<file path="config.mk">
export PLATFORM = sky130hd
export DESIGN_NAME = bthome_v2_object_parser_unit
export DESIGN_NICKNAME = d
export VERILOG_FILES = /design/src/design/bthpo_pkg.sv /design/src/design/bthpo_front.sv /design/src/design/bthpo_queue.sv /design/src/design/bthpo_back.sv /design/src/design/bthome_v2_object_parser_unit.sv
export SDC_FILE = /design/constraint.sdc
export NUM_CORES = 1
export LEC_CHECK = 0
export ABC_CLOCK_PERIOD_IN_PS = 17600
export BUFFER_PORTS_ARGS = -buffer_cell sky130_fd_sc_hd__clkbuf_2
export CAP_MARGIN = 20
export CORE_MARGIN = 4
export CORE_UTILIZATION = 46
export CTS_CLUSTER_DIAMETER = 120
export CTS_CLUSTER_SIZE = 20
export DETAILED_ROUTE_END_ITERATION = 6
export GPL_ROUTABILITY_DRIVEN = 0
export PLACE_DENSITY = 0.73
export SETUP_SLACK_MARGIN = 0.2
export SLEW_MARGIN = 0
export SYNTH_ARGS = -nofsm -noshare
export SYNTH_HDL_FRONTEND = slang
export SYNTH_SLANG_ARGS = --single-unit
</file>
<file path="constraint.sdc">
create_clock -name clk -period 17.6 [get_ports clk]
set_input_delay 0.88 -clock clk [delete_from_list [all_inputs] [get_ports clk]]
set_output_delay 0.88 -clock clk [all_outputs]
set_load 0.02 [all_outputs]
</file>
<file path="src/design/bthpo_pkg.sv">
// Shared types, constants and object length table for the object parser.
// No dependencies.
package bthpo_pkg;

  localparam int MAX_PACKET_BYTES_DEFAULT = 255;
  localparam int QUEUE_DEPTH = 2;
  localparam int OBJ_TABLE_SIZE = 102;

  localparam logic [2:0] HDR_VERSION = 3'd2;
  localparam logic [7:0] ADDR_END_POS = 8'd6;
  localparam logic [7:0] ENC_MIN_POS = 8'd9;
  localparam logic [7:0] POS_MAX = 8'd255;
  localparam logic [8:0] TEXT_LEN_DUE = 9'h100;
  localparam logic signed [19:0] ZERO_KELVIN_CENTI = -20'sd27315;
  localparam logic [6:0] BATTERY_MAX = 7'd100;
  localparam logic signed [1:0] LOW_FLAG_NONE = -2'sd1;

  localparam logic [7:0] OBJ_BATTERY      = 8'h01;
  localparam logic [7:0] OBJ_TEMP         = 8'h02;
  localparam logic [7:0] OBJ_HUMIDITY     = 8'h03;
  localparam logic [7:0] OBJ_PRESSURE     = 8'h04;
  localparam logic [7:0] OBJ_VOLTAGE      = 8'h0C;
  localparam logic [7:0] OBJ_LOW_BATT     = 8'h15;
  localparam logic [7:0] OBJ_HUMIDITY_PCT = 8'h2E;
  localparam logic [7:0] OBJ_TEMP_DECI    = 8'h45;
  localparam logic [7:0] OBJ_TEXT         = 8'h53;
  localparam logic [7:0] OBJ_RAW          = 8'h54;

  localparam int PRES_TEMP = 0;
  localparam int PRES_HUMIDITY = 1;
  localparam int PRES_PRESSURE = 2;
  localparam int PRES_BATTERY = 3;
  localparam int PRES_VOLTAGE = 4;

  typedef enum logic [1:0] {
    STAT_OK        = 2'd0,
    STAT_INVALID   = 2'd1,
    STAT_ENCRYPTED = 2'd2
  } status_t;

  typedef struct packed {
    logic [7:0] data;
    logic       last;
    logic       walk;
    status_t    status;
  } queue_entry_t;

  localparam logic [2:0] OBJ_LEN [OBJ_TABLE_SIZE] = '{
    3'd1,3'd1,3'd2,3'd2,3'd3,3'd3,3'd2,3'd2,3'd2,3'd1,3'd3,3'd3,3'd2,3'd2,3'd2,3'd1,
    3'd1,3'd1,3'd2,3'd2,3'd2,3'd1,3'd1,3'd1,3'd1,3'd1,3'd1,3'd1,3'd1,3'd1,3'd1,3'd1,
    3'd1,3'd1,3'd1,3'd1,3'd1,3'd1,3'd1,3'd1,3'd1,3'd1,3'd1,3'd1,3'd1,3'd1,3'd1,3'd1,
    3'd0,3'd0,3'd0,3'd0,3'd0,3'd0,3'd0,3'd0,3'd0,3'd0,3'd1,3'd0,3'd2,3'd2,3'd4,3'd2,
    3'd2,3'd2,3'd3,3'd2,3'd2,3'd2,3'd1,3'd2,3'd2,3'd2,3'd2,3'd3,3'd4,3'd4,3'd4,3'd4,
    3'd4,3'd2,3'd2,3'd0,3'd0,3'd4,3'd2,3'd1,3'd1,3'd1,3'd2,3'd4,3'd4,3'd2,3'd2,3'd2,
    3'd1,3'd2,3'd4,3'd4,3'd1,3'd1
  };

  function automatic logic [2:0] obj_len(input logic [7:0] id);
    logic [2:0] len;
    len = 3'd0;
    if (id < 8'(OBJ_TABLE_SIZE)) begin
      len = OBJ_LEN[id[6:0]];
    end
    return len;
  endfunction

  function automatic logic is_text_obj(input logic [7:0] id);
    return (id == OBJ_TEXT) || (id == OBJ_RAW);
  endfunction

endpackage

</file>
<file path="src/design/bthpo_front.sv">
// Front end: takes bytes, tracks header, address and position, classifies
// each byte and settles the packet status. Depends on bthpo_pkg.
module bthpo_front import bthpo_pkg::*; #(
  parameter int MAX_PACKET_BYTES = MAX_PACKET_BYTES_DEFAULT
) (
  input  logic         clk,
  input  logic         rst,
  input  logic         in_valid,
  output logic         in_ready,
  input  logic [7:0]   data_byte,
  input  logic         last_byte,
  output logic         push_valid,
  input  logic         push_ready,
  output queue_entry_t push_entry
);

  logic [7:0] pos;
  status_t    pkt_status;
  logic       addr_present;

  status_t    status_upd;
  status_t    status_final;
  logic       addr_upd;
  logic       in_bounds;
  logic       accept;

  assign in_ready   = push_ready;
  assign push_valid = in_valid;
  assign accept     = in_valid && push_ready;
  assign in_bounds  = ({8'd0, pos} < 16'(MAX_PACKET_BYTES));

  always_comb begin
    status_upd = pkt_status;
    addr_upd   = addr_present;
    if (in_bounds && (pos == 8'd0)) begin
      if (data_byte[7:5] != HDR_VERSION) begin
        status_upd = STAT_INVALID;
      end else if (data_byte[0]) begin
        status_upd = STAT_ENCRYPTED;
      end else begin
        addr_upd = data_byte[1];
      end
    end
    status_final = status_upd;
    if ((status_upd == STAT_OK) && addr_upd && (pos < ADDR_END_POS)) begin
      status_final = STAT_INVALID;
    end
    if ((status_upd == STAT_ENCRYPTED) && (pos < ENC_MIN_POS)) begin
      status_final = STAT_INVALID;
    end
  end

  always_comb begin
    push_entry.data   = data_byte;
    push_entry.last   = last_byte;
    push_entry.walk   = in_bounds && (pos != 8'd0) && (pkt_status == STAT_OK) &&
                        !(addr_present && (pos <= ADDR_END_POS));
    push_entry.status = status_final;
  end

  always_ff @(posedge clk) begin
    if (rst) begin
      pos          <= 8'd0;
      pkt_status   <= STAT_OK;
      addr_present <= 1'b0;
    end else if (accept) begin
      if (last_byte) begin
        pos          <= 8'd0;
        pkt_status   <= STAT_OK;
        addr_present <= 1'b0;
      end else begin
        if (pos != POS_MAX) begin
          pos <= pos + 8'd1;
        end
        pkt_status   <= status_upd;
        addr_present <= addr_upd;
      end
    end
  end

endmodule

</file>
<file path="src/design/bthpo_queue.sv">
// Short FIFO of classified bytes between front and back ends.
// Depends on bthpo_pkg.
module bthpo_queue import bthpo_pkg::*; (
  input  logic         clk,
  input  logic         rst,
  input  logic         push_valid,
  output logic         push_ready,
  input  queue_entry_t push_entry,
  output logic         pop_valid,
  input  logic         pop_ready,
  output queue_entry_t pop_entry
);

  localparam int PtrW = (QUEUE_DEPTH > 1) ? $clog2(QUEUE_DEPTH) : 1;
  localparam int CntW = $clog2(QUEUE_DEPTH + 1);

  queue_entry_t entries [QUEUE_DEPTH];
  logic [PtrW-1:0] wr_ptr;
  logic [PtrW-1:0] rd_ptr;
  logic [CntW-1:0] count;
  logic push;
  logic pop;

  assign push_ready = (count != CntW'(QUEUE_DEPTH));
  assign pop_valid  = (count != '0);
  assign pop_entry  = entries[rd_ptr];
  assign push       = push_valid && push_ready;
  assign pop        = pop_valid && pop_ready;

  always_ff @(posedge clk) begin
    if (push) begin
      entries[wr_ptr] <= push_entry;
    end
  end

  always_ff @(posedge clk) begin
    if (rst) begin
      wr_ptr <= '0;
      rd_ptr <= '0;
      count  <= '0;
    end else begin
      if (push) begin
        wr_ptr <= (wr_ptr == PtrW'(QUEUE_DEPTH - 1)) ? '0 : wr_ptr + PtrW'(1);
      end
      if (pop) begin
        rd_ptr <= (rd_ptr == PtrW'(QUEUE_DEPTH - 1)) ? '0 : rd_ptr + PtrW'(1);
      end
      if (push && !pop) begin
        count <= count + CntW'(1);
      end else if (pop && !push) begin
        count <= count - CntW'(1);
      end
    end
  end

endmodule

</file>
<file path="src/design/bthpo_back.sv">
// Back end: walks objects, decodes values into fixed point registers and
// holds the result register. Depends on bthpo_pkg.
module bthpo_back import bthpo_pkg::*; (
  input  logic                clk,
  input  logic                rst,
  input  logic                pop_valid,
  output logic                pop_ready,
  input  queue_entry_t        pop_entry,
  output logic                out_valid,
  input  logic                out_ready,
  output logic [1:0]          status,
  output logic signed [19:0]  temp_centi_c,
  output logic [15:0]         humidity_centi_pct,
  output logic [23:0]         pressure_centi_hpa,
  output logic [6:0]          battery_pct,
  output logic [15:0]         battery_millivolt,
  output logic signed [1:0]   battery_low_flag,
  output logic [4:0]          present_mask
);

  logic               walk_stopped;
  logic [7:0]         object_code;
  logic [8:0]         bytes_remaining;
  logic [23:0]        value_gather;
  logic signed [19:0] temp_reg;
  logic [15:0]        humidity_reg;
  logic [23:0]        pressure_reg;
  logic [6:0]         battery_reg;
  logic [15:0]        millivolt_reg;
  logic signed [1:0]  low_flag_reg;
  logic [4:0]         presence_bits;

  logic               walk_stopped_next;
  logic [7:0]         object_code_next;
  logic [8:0]         bytes_remaining_next;
  logic [23:0]        value_gather_next;
  logic signed [19:0] temp_reg_next;
  logic [15:0]        humidity_reg_next;
  logic [23:0]        pressure_reg_next;
  logic [6:0]         battery_reg_next;
  logic [15:0]        millivolt_reg_next;
  logic signed [1:0]  low_flag_reg_next;
  logic [4:0]         presence_bits_next;

  logic               pop;
  logic               commit;
  logic [2:0]         len;
  logic [1:0]         idx;
  logic signed [19:0] t_raw;
  logic signed [19:0] t_val;

  assign pop_ready = !out_valid || out_ready;
  assign pop       = pop_valid && pop_ready;

  always_comb begin
    walk_stopped_next    = walk_stopped;
    object_code_next     = object_code;
    bytes_remaining_next = bytes_remaining;
    value_gather_next    = value_gather;
    commit               = 1'b0;
    len                  = obj_len(object_code);
    idx                  = 2'(len - bytes_remaining[2:0]);
    if (pop && pop_entry.walk && !walk_stopped) begin
      if (bytes_remaining == TEXT_LEN_DUE) begin
        bytes_remaining_next = {1'b0, pop_entry.data};
      end else if (bytes_remaining != 9'd0) begin
        bytes_remaining_next = bytes_remaining - 9'd1;
        if (!is_text_obj(object_code)) begin
          case (idx)
            2'd0:    value_gather_next[7:0]   = value_gather[7:0] | pop_entry.data;
            2'd1:    value_gather_next[15:8]  = value_gather[15:8] | pop_entry.data;
            2'd2:    value_gather_next[23:16] = value_gather[23:16] | pop_entry.data;
            default: value_gather_next        = value_gather;
          endcase
          commit = (bytes_remaining == 9'd1);
        end
      end else if (is_text_obj(pop_entry.data)) begin
        object_code_next     = pop_entry.data;
        bytes_remaining_next = TEXT_LEN_DUE;
      end else if (obj_len(pop_entry.data) == 3'd0) begin
        walk_stopped_next = 1'b1;
      end else begin
        object_code_next     = pop_entry.data;
        bytes_remaining_next = {6'd0, obj_len(pop_entry.data)};
        value_gather_next    = '0;
      end
    end
  end

  always_comb begin
    temp_reg_next      = temp_reg;
    humidity_reg_next  = humidity_reg;
    pressure_reg_next  = pressure_reg;
    battery_reg_next   = battery_reg;
    millivolt_reg_next = millivolt_reg;
    low_flag_reg_next  = low_flag_reg;
    presence_bits_next = presence_bits;
    t_raw = 20'(signed'(value_gather_next[15:0]));
    t_val = (object_code == OBJ_TEMP_DECI) ? ((t_raw <<< 3) + (t_raw <<< 1)) : t_raw;
    if (commit) begin
      case (object_code)
        OBJ_BATTERY: begin
          battery_reg_next = (value_gather_next[7:0] > {1'b0, BATTERY_MAX}) ?
                             BATTERY_MAX : value_gather_next[6:0];
          presence_bits_next[PRES_BATTERY] = 1'b1;
        end
        OBJ_TEMP, OBJ_TEMP_DECI: begin
          if (!presence_bits[PRES_TEMP] && !(t_val < ZERO_KELVIN_CENTI)) begin
            temp_reg_next = t_val;
            presence_bits_next[PRES_TEMP] = 1'b1;
          end
        end
        OBJ_HUMIDITY: begin
          humidity_reg_next = value_gather_next[15:0];
          presence_bits_next[PRES_HUMIDITY] = 1'b1;
        end
        OBJ_HUMIDITY_PCT: begin
          humidity_reg_next = 16'(value_gather_next[7:0] * 16'd100);
          presence_bits_next[PRES_HUMIDITY] = 1'b1;
        end
        OBJ_PRESSURE: begin
          pressure_reg_next = value_gather_next;
          presence_bits_next[PRES_PRESSURE] = 1'b1;
        end
        OBJ_VOLTAGE: begin
          millivolt_reg_next = value_gather_next[15:0];
          presence_bits_next[PRES_VOLTAGE] = 1'b1;
        end
        OBJ_LOW_BATT: begin
          low_flag_reg_next = (value_gather_next[7:0] != 8'd0) ? 2'sd1 : 2'sd0;
        end
        default: ;
      endcase
    end
  end

  always_ff @(posedge clk) begin
    if (rst) begin
      walk_stopped    <= 1'b0;
      object_code     <= 8'd0;
      bytes_remaining <= 9'd0;
      value_gather    <= '0;
      temp_reg        <= '0;
      humidity_reg    <= '0;
      pressure_reg    <= '0;
      battery_reg     <= '0;
      millivolt_reg   <= '0;
      low_flag_reg    <= LOW_FLAG_NONE;
      presence_bits   <= '0;
    end else if (pop) begin
      if (pop_entry.last) begin
        walk_stopped    <= 1'b0;
        object_code     <= 8'd0;
        bytes_remaining <= 9'd0;
        value_gather    <= '0;
        temp_reg        <= '0;
        humidity_reg    <= '0;
        pressure_reg    <= '0;
        battery_reg     <= '0;
        millivolt_reg   <= '0;
        low_flag_reg    <= LOW_FLAG_NONE;
        presence_bits   <= '0;
      end else begin
        walk_stopped    <= walk_stopped_next;
        object_code     <= object_code_next;
        bytes_remaining <= bytes_remaining_next;
        value_gather    <= value_gather_next;
        temp_reg        <= temp_reg_next;
        humidity_reg    <= humidity_reg_next;
        pressure_reg    <= pressure_reg_next;
        battery_reg     <= battery_reg_next;
        millivolt_reg   <= millivolt_reg_next;
        low_flag_reg    <= low_flag_reg_next;
        presence_bits   <= presence_bits_next;
      end
    end
  end

  always_ff @(posedge clk) begin
    if (rst) begin
      out_valid <= 1'b0;
    end else if (pop && pop_entry.last) begin
      out_valid <= 1'b1;
    end else if (out_ready) begin
      out_valid <= 1'b0;
    end
  end

  always_ff @(posedge clk) begin
    if (pop && pop_entry.last) begin
      status <= pop_entry.status;
      if (pop_entry.status == STAT_OK) begin
        temp_centi_c       <= temp_reg_next;
        humidity_centi_pct <= humidity_reg_next;
        pressure_centi_hpa <= pressure_reg_next;
        battery_pct        <= battery_reg_next;
        battery_millivolt  <= millivolt_reg_next;
        battery_low_flag   <= low_flag_reg_next;
        present_mask       <= presence_bits_next;
      end else begin
        temp_centi_c       <= '0;
        humidity_centi_pct <= '0;
        pressure_centi_hpa <= '0;
        battery_pct        <= '0;
        battery_millivolt  <= '0;
        battery_low_flag   <= LOW_FLAG_NONE;
        present_mask       <= '0;
      end
    end
  end

`ifndef NO_ASSERTIONS
  a_err_clears_values: assert property (@(posedge clk) disable iff (rst)
    out_valid && (status != STAT_OK) |-> (present_mask == '0) &&
    (battery_low_flag == LOW_FLAG_NONE))
    else $error("error result carries decoded values");

  a_len_due_text: assert property (@(posedge clk) disable iff (rst)
    (bytes_remaining == TEXT_LEN_DUE) |-> is_text_obj(object_code))
    else $error("length byte due for a non-text object");

  a_stop_idle: assert property (@(posedge clk) disable iff (rst)
    walk_stopped |-> (bytes_remaining == 9'd0))
    else $error("walk stopped inside an object");

  a_last_gives_result: assert property (@(posedge clk) disable iff (rst)
    pop && pop_entry.last |=> out_valid)
    else $error("last byte gave no result");
`endif

endmodule

</file>
<file path="src/design/bthome_v2_object_parser_unit.sv">
// Top level of the BTHome v2 object parser: front classifier, byte queue
// and object walker. Depends on bthpo_pkg, bthpo_front, bthpo_queue, bthpo_back.
//
// Usage:
//   Input channel (in_valid/in_ready) carries one service-data byte per
//   transfer, header first, with last_byte set on the final byte.
//   Output channel (out_valid/out_ready) carries one result per packet,
//   produced from the transfer that has last_byte set.
//   Throughput: one byte per cycle, sustained while results are taken,
//   set by the object walker in the back end.
//   Result path: the last byte is registered in the queue; once popped, it
//   loads the result register and sets out_valid.
//   Reset: synchronous, clears packet state, queue and result valid; the
//   first byte after reset is taken as a header.
//   Stall: while a result waits with out_ready low, the back end stops
//   taking bytes; the two-entry queue then fills and in_ready drops.
//   Bytes at positions MAX_PACKET_BYTES and beyond are ignored except for
//   their last_byte flag.
module bthome_v2_object_parser_unit import bthpo_pkg::*; #(
  parameter int MAX_PACKET_BYTES = MAX_PACKET_BYTES_DEFAULT
) (
  input  logic               clk,
  input  logic               rst,
  input  logic               in_valid,
  output logic               in_ready,
  input  logic [7:0]         data_byte,
  input  logic               last_byte,
  output logic               out_valid,
  input  logic               out_ready,
  output logic [1:0]         status,
  output logic signed [19:0] temp_centi_c,
  output logic [15:0]        humidity_centi_pct,
  output logic [23:0]        pressure_centi_hpa,
  output logic [6:0]         battery_pct,
  output logic [15:0]        battery_millivolt,
  output logic signed [1:0]  battery_low_flag,
  output logic [4:0]         present_mask
);

  logic         push_valid;
  logic         push_ready;
  queue_entry_t push_entry;
  logic         pop_valid;
  logic         pop_ready;
  queue_entry_t pop_entry;

  bthpo_front #(
    .MAX_PACKET_BYTES(MAX_PACKET_BYTES)
  ) u_front (
    .clk        (clk),
    .rst        (rst),
    .in_valid   (in_valid),
    .in_ready   (in_ready),
    .data_byte  (data_byte),
    .last_byte  (last_byte),
    .push_valid (push_valid),
    .push_ready (push_ready),
    .push_entry (push_entry)
  );

  bthpo_queue u_queue (
    .clk        (clk),
    .rst        (rst),
    .push_valid (push_valid),
    .push_ready (push_ready),
    .push_entry (push_entry),
    .pop_valid  (pop_valid),
    .pop_ready  (pop_ready),
    .pop_entry  (pop_entry)
  );

  bthpo_back u_back (
    .clk                (clk),
    .rst                (rst),
    .pop_valid          (pop_valid),
    .pop_ready          (pop_ready),
    .pop_entry          (pop_entry),
    .out_valid          (out_valid),
    .out_ready          (out_ready),
    .status             (status),
    .temp_centi_c       (temp_centi_c),
    .humidity_centi_pct (humidity_centi_pct),
    .pressure_centi_hpa (pressure_centi_hpa),
    .battery_pct        (battery_pct),
    .battery_millivolt  (battery_millivolt),
    .battery_low_flag   (battery_low_flag),
    .present_mask       (present_mask)
  );

endmodule
</file>
==> results.py, run 1 <==
metrics = {
    "route": {
        "remaining_drc_errors": 0,
        "drtIter0Drc": 1543,
        "wire_per_inst_um": 18.9,
        "ant_nets": 0,
        "vias_per_cell": 5.99,
        "routed-via-count": 12540,
        "drt_pass1_iterations": 7,
        "wl_um": 39700,
    },
    "final_layout": {
        "nNetsFinal": 1770,
        "final_common_cell": "nor2_1",
        "final_layout_size_suffix_gt1_share_pct": 11.9,
        "multi_input_area_mm2": 0.00765,
        "num-fill-cells": 2956,
        "design_area_mm2": 0.0160,
        "syn2layout_area_growth_pct": 8.65,
        "antennaDiodeCount": 0,
        "layout_common_cells": "nor2_1 (238), nand2_1 (183), dfxtp_1 (149), a21oi_1 (141), edfxtp_1 (116)",
        "regArea_mm2": 0.00647,
    },
    "timing": {
        "hold_slack_ns": 0.462,
        "rsz0062_at_grt": "no",
        "finalSetupTns_ns": 0,
        "max_clock_freq_mhz": 127,
        "setup_viol": 0,
        "worst_pin_slew_ns": 1.06,
        "slew_headroom_pct": 29.1,
        "fin_worst_skew_ns": 0.0295,
        "finalMaxSlewViolations": 0,
        "fin_crit_ns": 7.89,
        "layout_worst_path_cycle_share_pct": 44.8,
        "hold_violations": 0,
    },
    "setup_path": {
        "path_class": "reg2reg",
        "path_max_fanout": 45,
        "worstPathRequired_ns": 17.95,
        "r2r_slack_ns": 9.71,
        "ff2ff_path_depth": 25,
        "cp_data_arrival_time_ns": 8.24,
        "end_kind": "flop",
        "start_kind": "flop",
    },
    "synthesis": {
        "yosys-mux-area-fraction_pct": 3.38,
        "ys_seq_elements": 265,
        "synth-simple-area-share_pct": 19.9,
        "ys_warn_count": 0,
        "syn-cell-area_mm2": 0.0147,
        "async_flop_share_pct": 0,
        "synth_compound_area_share_pct": 20.1,
        "syn_nets": 1720,
        "synth_xor_area_share_pct": 1.84,
        "ys_types": 90,
        "synth_flop_cell": "dfxtp_1",
        "syn_inst": 1632,
        "avgSynthCellArea_um2": 9.02,
        "synth_top_family_by_area": "compound AO/OA/AOI/OAI gates",
        "seq_area_frac_synth_pct": 43.9,
        "synthAdderAreaFrac_pct": 6.58,
        "synth_edf_count": 116,
    },
    "cts": {
        "hold_buffers": 0,
        "clock_latency_ns": 0.51,
        "cts.sinks": 265,
        "cts.clk_slew.worst_paths_ns": 0.09,
        "cts_buffers": 17,
        "cts_setup_buffers": 0,
        "cts_resized": 0,
        "cts-root-buf": "clkbuf_16",
        "cts_tree": "done",
        "cts.htree.levels": 1,
        "clock_path_buffers": 3,
    },
    "die": {
        "rows": 65,
        "num_io_pins": 107,
        "die_x_um": 187,
        "die_area_mm2": 0.0349,
        "initial_core_util_pct": 46.7,
        "coreArea_mm2": 0.0316,
        "die_h_um": 187,
    },
    "pwr": {
        "comb_power_share_pct": 42.3,
        "p_leak_nw": 5.79,
        "netSwitchingFraction_pct": 42.5,
        "clock_power_share_pct": 19.5,
        "ir_drop_mv": 0.106,
        "p_sw_w": 0.000859,
        "p_per_area_mw_per_mm2": 126,
        "seq_power_share_pct": 38.3,
        "intPower_w": 0.00116,
    },
    "global_route": {
        "grtUsageTotal_pct": 21.7,
        "grt_max_degree": 76,
        "grt_overflow": 0,
        "gr-usage-met1_pct": 29.9,
        "busiest_layer": "met2",
        "grt_antenna_before_repair": 0,
        "grt_pass1_vias": 11825,
        "grtUsageMet2_pct": 35.2,
        "grtUsageMet3_pct": 4.03,
        "grt_first_pass_wirelength_um": 63600,
    },
    "min_path": {
        "holdPathStages": 2,
        "worstHoldStart": "u_back.low_flag_reg[1]",
        "min_path_type": "reg2reg",
    },
    "placement": {
        "io_buffers": 106,
        "hpwl_um": 27800,
        "place_area_mm2": 0.0155,
    },
    "job": {
        "drv_cap": 0,
    },
    "status": {
        "status": "completed",
    },
}
## cell type report
class | instances | share of cell area (%)
clock buffers | 28 | 2.92
inverters | 47 | 1.11
flip-flops and latches | 265 | 40.4
repair buffers | 130 | 4.46
multi-input cells | 1221 | 47.8
well taps | 402 | 3.14
clock inverters | 2 | 0.156
## path summary, 6_finish.rpt
kind | endpoint
worst min-delay path | u_back.low_flag_reg[1]
worst max-delay path | u_back.temp_centi_c[1]
worst min register to register | u_back.low_flag_reg[1]
worst max register to register | u_back.temp_centi_c[1]
## power groups by stage
stage | clock network [W] | logic (W) | registers (W)
detailed placement | 0 | 0.000834 | 0.000788
finish | 0.000394 | 0.000854 | 0.000773
floorplan | 0 | 0.000552 | 0.000838
global placement | 0 | 0.000824 | 0.000785
global route | 0.000425 | 0.000918 | 0.000782
CTS | 0.000402 | 0.000837 | 0.000774
## critical path: stages (launching register included)
cell and delay, ns:
dfxtp_1 0.33, buf_4 0.40, mux2i_2 0.66, inv_2 0.21
ha_1 0.33, or2_2 0.29, o32ai_1 0.13, o32ai_1 0.12
o311a_1 0.13, o21bai_2 0.28, a311oi_4 0.14, buf_4 0.27
nor2_1 0.85, ha_1 0.45, a211oi_1 0.26, o21bai_1 0.11
a21oi_1 0.55, o211ai_1 0.19, a31oi_1 0.28, mux2i_1 0.21
nand2_1 0.11, nor3_2 0.34, a31oi_4 0.16, a21oi_2 0.26
nand2b_4 0.38, mux2i_1 0.24
## layer usage
layer / vias to the layer above / routed length (um)
met2: 532 / 18400
met1: 5978 / 17100
li1: 5943 / -
met5: - / 0
met4: 0 / 1150
met3: 87 / 3000
## synth_stat cells (all sizes together), types with 8 or more instances
cell / n / area (um^2)
edfxtp: 116 / 3480
o211ai: 10 / 88.8
buf: 29 / 199
nor2: 240 / 901
a22oi: 70 / 526
nor3b: 8 / 60.1
nor3: 39 / 210
nand3: 25 / 125
or2: 8 / 50.1
ha: 71 / 888
and3: 9 / 56.3
xnor2: 20 / 175
a31oi: 15 / 124
nand2: 183 / 687
nor4: 10 / 83.8
nand2b: 37 / 239
xor2: 11 / 96.3
nand4: 12 / 75.1
a21o: 13 / 97.6
o2bb2ai: 19 / 166
o22ai: 9 / 56.3
a211oi: 8 / 65.1
clkbuf: 70 / 263
a2bb2oi: 15 / 131
and2: 35 / 219
a21oi: 144 / 732
mux2: 8 / 93.8
mux2i: 40 / 404
inv: 47 / 176
dfxtp: 149 / 2980
o21ai: 55 / 275
## cells by family (layout without fill, tap and decap cells)
kind of cell	Yosys count	after routing
adders and majority gates	75	75
xor gates and xnor gates	31	31
buffers and inverters	146	207
AOI/OAI and AO/OA	432	432
DFF	265	265
and+or+nand+nor	635	635
muxes	48	48
## stage by stage
step	power (W)	instances	utilization [%]	setup slack, ns
floorplan	0.00139	1632	-	10.85
finish	0.00202	2095	50.7	9.71
CTS	0.00201	2092	50.6	9.91
detailed placement	0.00162	2062	49.1	9.92
global route	0.00213	2095	50.7	9.25
global placement	0.00161	2062	49.1	10.26
Power figures use the tool's default switching activity.
==> inputs of run 2 (changes only) <==
Settings changed: ABC_AREA set to 1, ABC_CLOCK_PERIOD_IN_PS 17600 to 6600, PLACE_DENSITY 0.73 to 0.75.
Clock period 17.6 ns to 6.6 ns, I/O delays scaled along.
==> results.py, run 2 <==
metrics = {
    "pwr": {
        "intPower_w": 0.00323,
        "p_sw_w": 0.00258,
        "p_leak_nw": 6.40,
        "clock_power_share_pct": 18.3,
        "seq_power_share_pct": 37.4,
        "comb_power_share_pct": 44.3,
        "p_per_area_mw_per_mm2": 363,
        "ir_drop_mv": 0.260,
        "netSwitchingFraction_pct": 44.4,
    },
    "cts": {
        "cts.sinks": 265,
        "cts.clk_slew.worst_paths_ns": 0.08,
        "cts.htree.levels": 1,
        "clock_path_buffers": 3,
        "cts_buffers": 17,
        "cts-root-buf": "clkbuf_16",
        "cts_tree": "done",
        "clock_latency_ns": 0.53,
    },
    "setup_path": {
        "crit_end": "u_back.humidity_reg[14]",
        "cp-startpoint": "u_back.object_code[1]",
        "ff2ff_path_depth": 35,
        "max_stage_delay_ns": 0.47,
        "worst-path-buf-inv": 5,
        "end_kind": "flop",
        "cp_slowest_cell": "fa_1",
        "cp_common_cell": "nor2_1",
        "crit_family": "adder cells",
        "r2r-end": "u_back.humidity_reg[14]",
        "cp_data_arrival_time_ns": 6.41,
        "path_max_fanout": 10,
        "cp.depth": 35,
        "worstPathRequired_ns": 7.05,
        "r2r_slack_ns": 0.63,
        "reg2reg_from": "u_back.object_code[1]",
        "path_class": "reg2reg",
        "start_kind": "flop",
    },
    "synthesis": {
        "avgSynthCellArea_um2": 7.86,
        "synth_most_common_cell": "nand2_1",
        "synthTopCellsByArea": "edfxtp_1 (24%), dfxtp_1 (21%), nand2_1 (10%), nor2_1 (6.3%), ha_1 (6.1%)",
        "syn_inst": 1847,
        "yosys.area.top_type": "edfxtp_1",
        "yosys-top-cells-count": "nand2_1 (401), nor2_1 (243), inv_1 (190)",
        "seq_area_frac_synth_pct": 44.5,
        "synth_edf_count": 116,
        "synth_top_area_share_pct": 24.0,
        "ys_types": 54,
        "ys_warn_count": 0,
        "syn-cell-area_mm2": 0.0145,
        "synth_flop_cell": "dfxtp_1",
        "ys_seq_elements": 265,
        "syn_nets": 1935,
        "async_flop_share_pct": 0,
    },
    "timing": {
        "finalMaxSlewViolations": 0,
        "worst_pin_slew_ns": 1.04,
        "hold_violations": 0,
        "fin_crit_ns": 5.97,
        "max_clock_freq_mhz": 168,
        "hold_slack_ns": 0.0262,
        "layout_worst_path_cycle_share_pct": 90.4,
        "setup_viol": 0,
        "rsz0062_at_grt": "yes",
        "finalSetupTns_ns": 0,
        "fin_worst_skew_ns": 0.0439,
        "slew_headroom_pct": 30.6,
    },
    "job": {
        "drv_cap": 0,
    },
    "route": {
        "drt_pass1_iterations": 5,
        "wire_per_inst_um": 16.4,
        "drtIter0Drc": 1080,
        "vias_per_cell": 5.50,
        "remaining_drc_errors": 0,
        "wl_um": 38200,
        "ant_nets": 0,
        "routed-via-count": 12812,
    },
    "status": {
        "status": "completed",
    },
    "final_layout": {
        "nNetsFinal": 2010,
        "fin_util_pct": 51.9,
        "design_area_mm2": 0.0160,
        "layout_common_cells": "nand2_1 (401), nor2_1 (240), inv_1 (188), dfxtp_1 (146), a21oi_1 (126)",
        "antennaDiodeCount": 0,
        "final_common_cell": "nand2_1",
        "final_layout_size_suffix_gt1_share_pct": 13.3,
        "num-fill-cells": 2833,
        "syn2layout_area_growth_pct": 10.1,
    },
    "die": {
        "num_io_pins": 107,
        "die_area_mm2": 0.0345,
        "die_h_um": 186,
        "rows": 64,
        "coreArea_mm2": 0.0308,
        "die_x_um": 186,
        "initial_core_util_pct": 47.1,
    },
    "global_route": {
        "grt_max_degree": 89,
        "grt_first_pass_wirelength_um": 61000,
        "grt_overflow": 0,
        "grt_pass1_vias": 11892,
        "grt_antenna_before_repair": 0,
        "grtUsageTotal_pct": 21.5,
    },
    "placement": {
        "io_buffers": 106,
        "place_area_mm2": 0.0153,
        "hpwl_um": 26100,
    },
    "min_path": {
        "worstHoldStart": "data_byte[4]",
        "min_path_type": "in2reg",
    },
}
==> run 2: kinds of logic (layout without fill, tap and decap cells) <==
logic type	Yosys count	count (layout)	share of synthesized area, %
AND/OR/NAND/NOR	867	867	25.7
AO/OA/AOI/OAI	340	340	14.1
buffers and inverters	280	366	7.77
flip-flops	265	265	44.5
adder cells (fa/ha/maj)	75	75	6.67
XOR/XNOR	17	17	1.03
multiplexers	3	3	0.215
==> run 2: cell type report <==
class | instances | area, um^2 | share of cell area (%)
flip-flops and latches | 265 | 6470 | 40.5
clock buffers | 28 | 467 | 2.92
well taps | 396 | 495 | 3.10
clock inverters | 2 | 25.0 | 0.156
multi-input cells | 1302 | 7010 | 43.8
inverters | 200 | 761 | 4.76
repair buffers | 136 | 766 | 4.79
==> run 2: worst register-to-register path: cells and delay by family (launching register included) <==
family | cells | cell delay (ns)
AO/OA/AOI/OAI | 10 | 1.30
XOR/XNOR | 2 | 0.34
adder cells (fa/ha/maj) | 6 | 1.88
buffers and inverters | 5 | 0.50
flip-flops | 1 | 0.41
AND/OR/NAND/NOR | 12 | 1.49
==> run 2: power groups by stage <==
stage	sequential, W	combinational [W]	clock [W]
finish	0.00217	0.00257	0.00106
detailed placement	0.00220	0.00248	0
floorplan	0.00243	0.00158	0
CTS	0.00217	0.00249	0.00108
global route	0.00220	0.00281	0.00116
global placement	0.00220	0.00244	0
==> run 2: worst min-delay path by stage <==
stage	endpoint	cells after the start	slack, ns
after floorplan	u_back.low_flag_reg[1]	2	0.41
after global placement	u_back.low_flag_reg[1]	2	0.43
after detailed placement	u_back.low_flag_reg[1]	2	0.44
after CTS	u_queue.entries[0][8]	1	0.01
after global routing	u_queue.entries[1][10]	1	0.006
final	u_queue.entries[0][8]	1	0.03
==> run 2: metal layers <==
layer	vias up	wire length [um]	track usage, %
met2	489	17700	35.2
met3	88	2760	3.63
met4	0	1170	6.73
met5	-	0	0
met1	5966	16600	29.2
li1	6269	-	-
==> run 2: through the flow <==
step	setup WS, ns	total power [W]	instances
2_1_floorplan	0.562	0.00401	1847
3_5_place_dp	0.205	0.00469	2288
3_3_place_gp	0.456	0.00464	2288
6_report	0.635	0.00581	2329
4_1_cts	0.202	0.00574	2318
5_1_grt	0.151	0.00617	2329
==> run 2: what timing repair did <==
item                                    CTS  global route
pin swaps                                 0             4
hold buffers                              0             0
resized for setup                         2            14
endpoints found under the setup margin    1            50
buffers inserted                          0             9
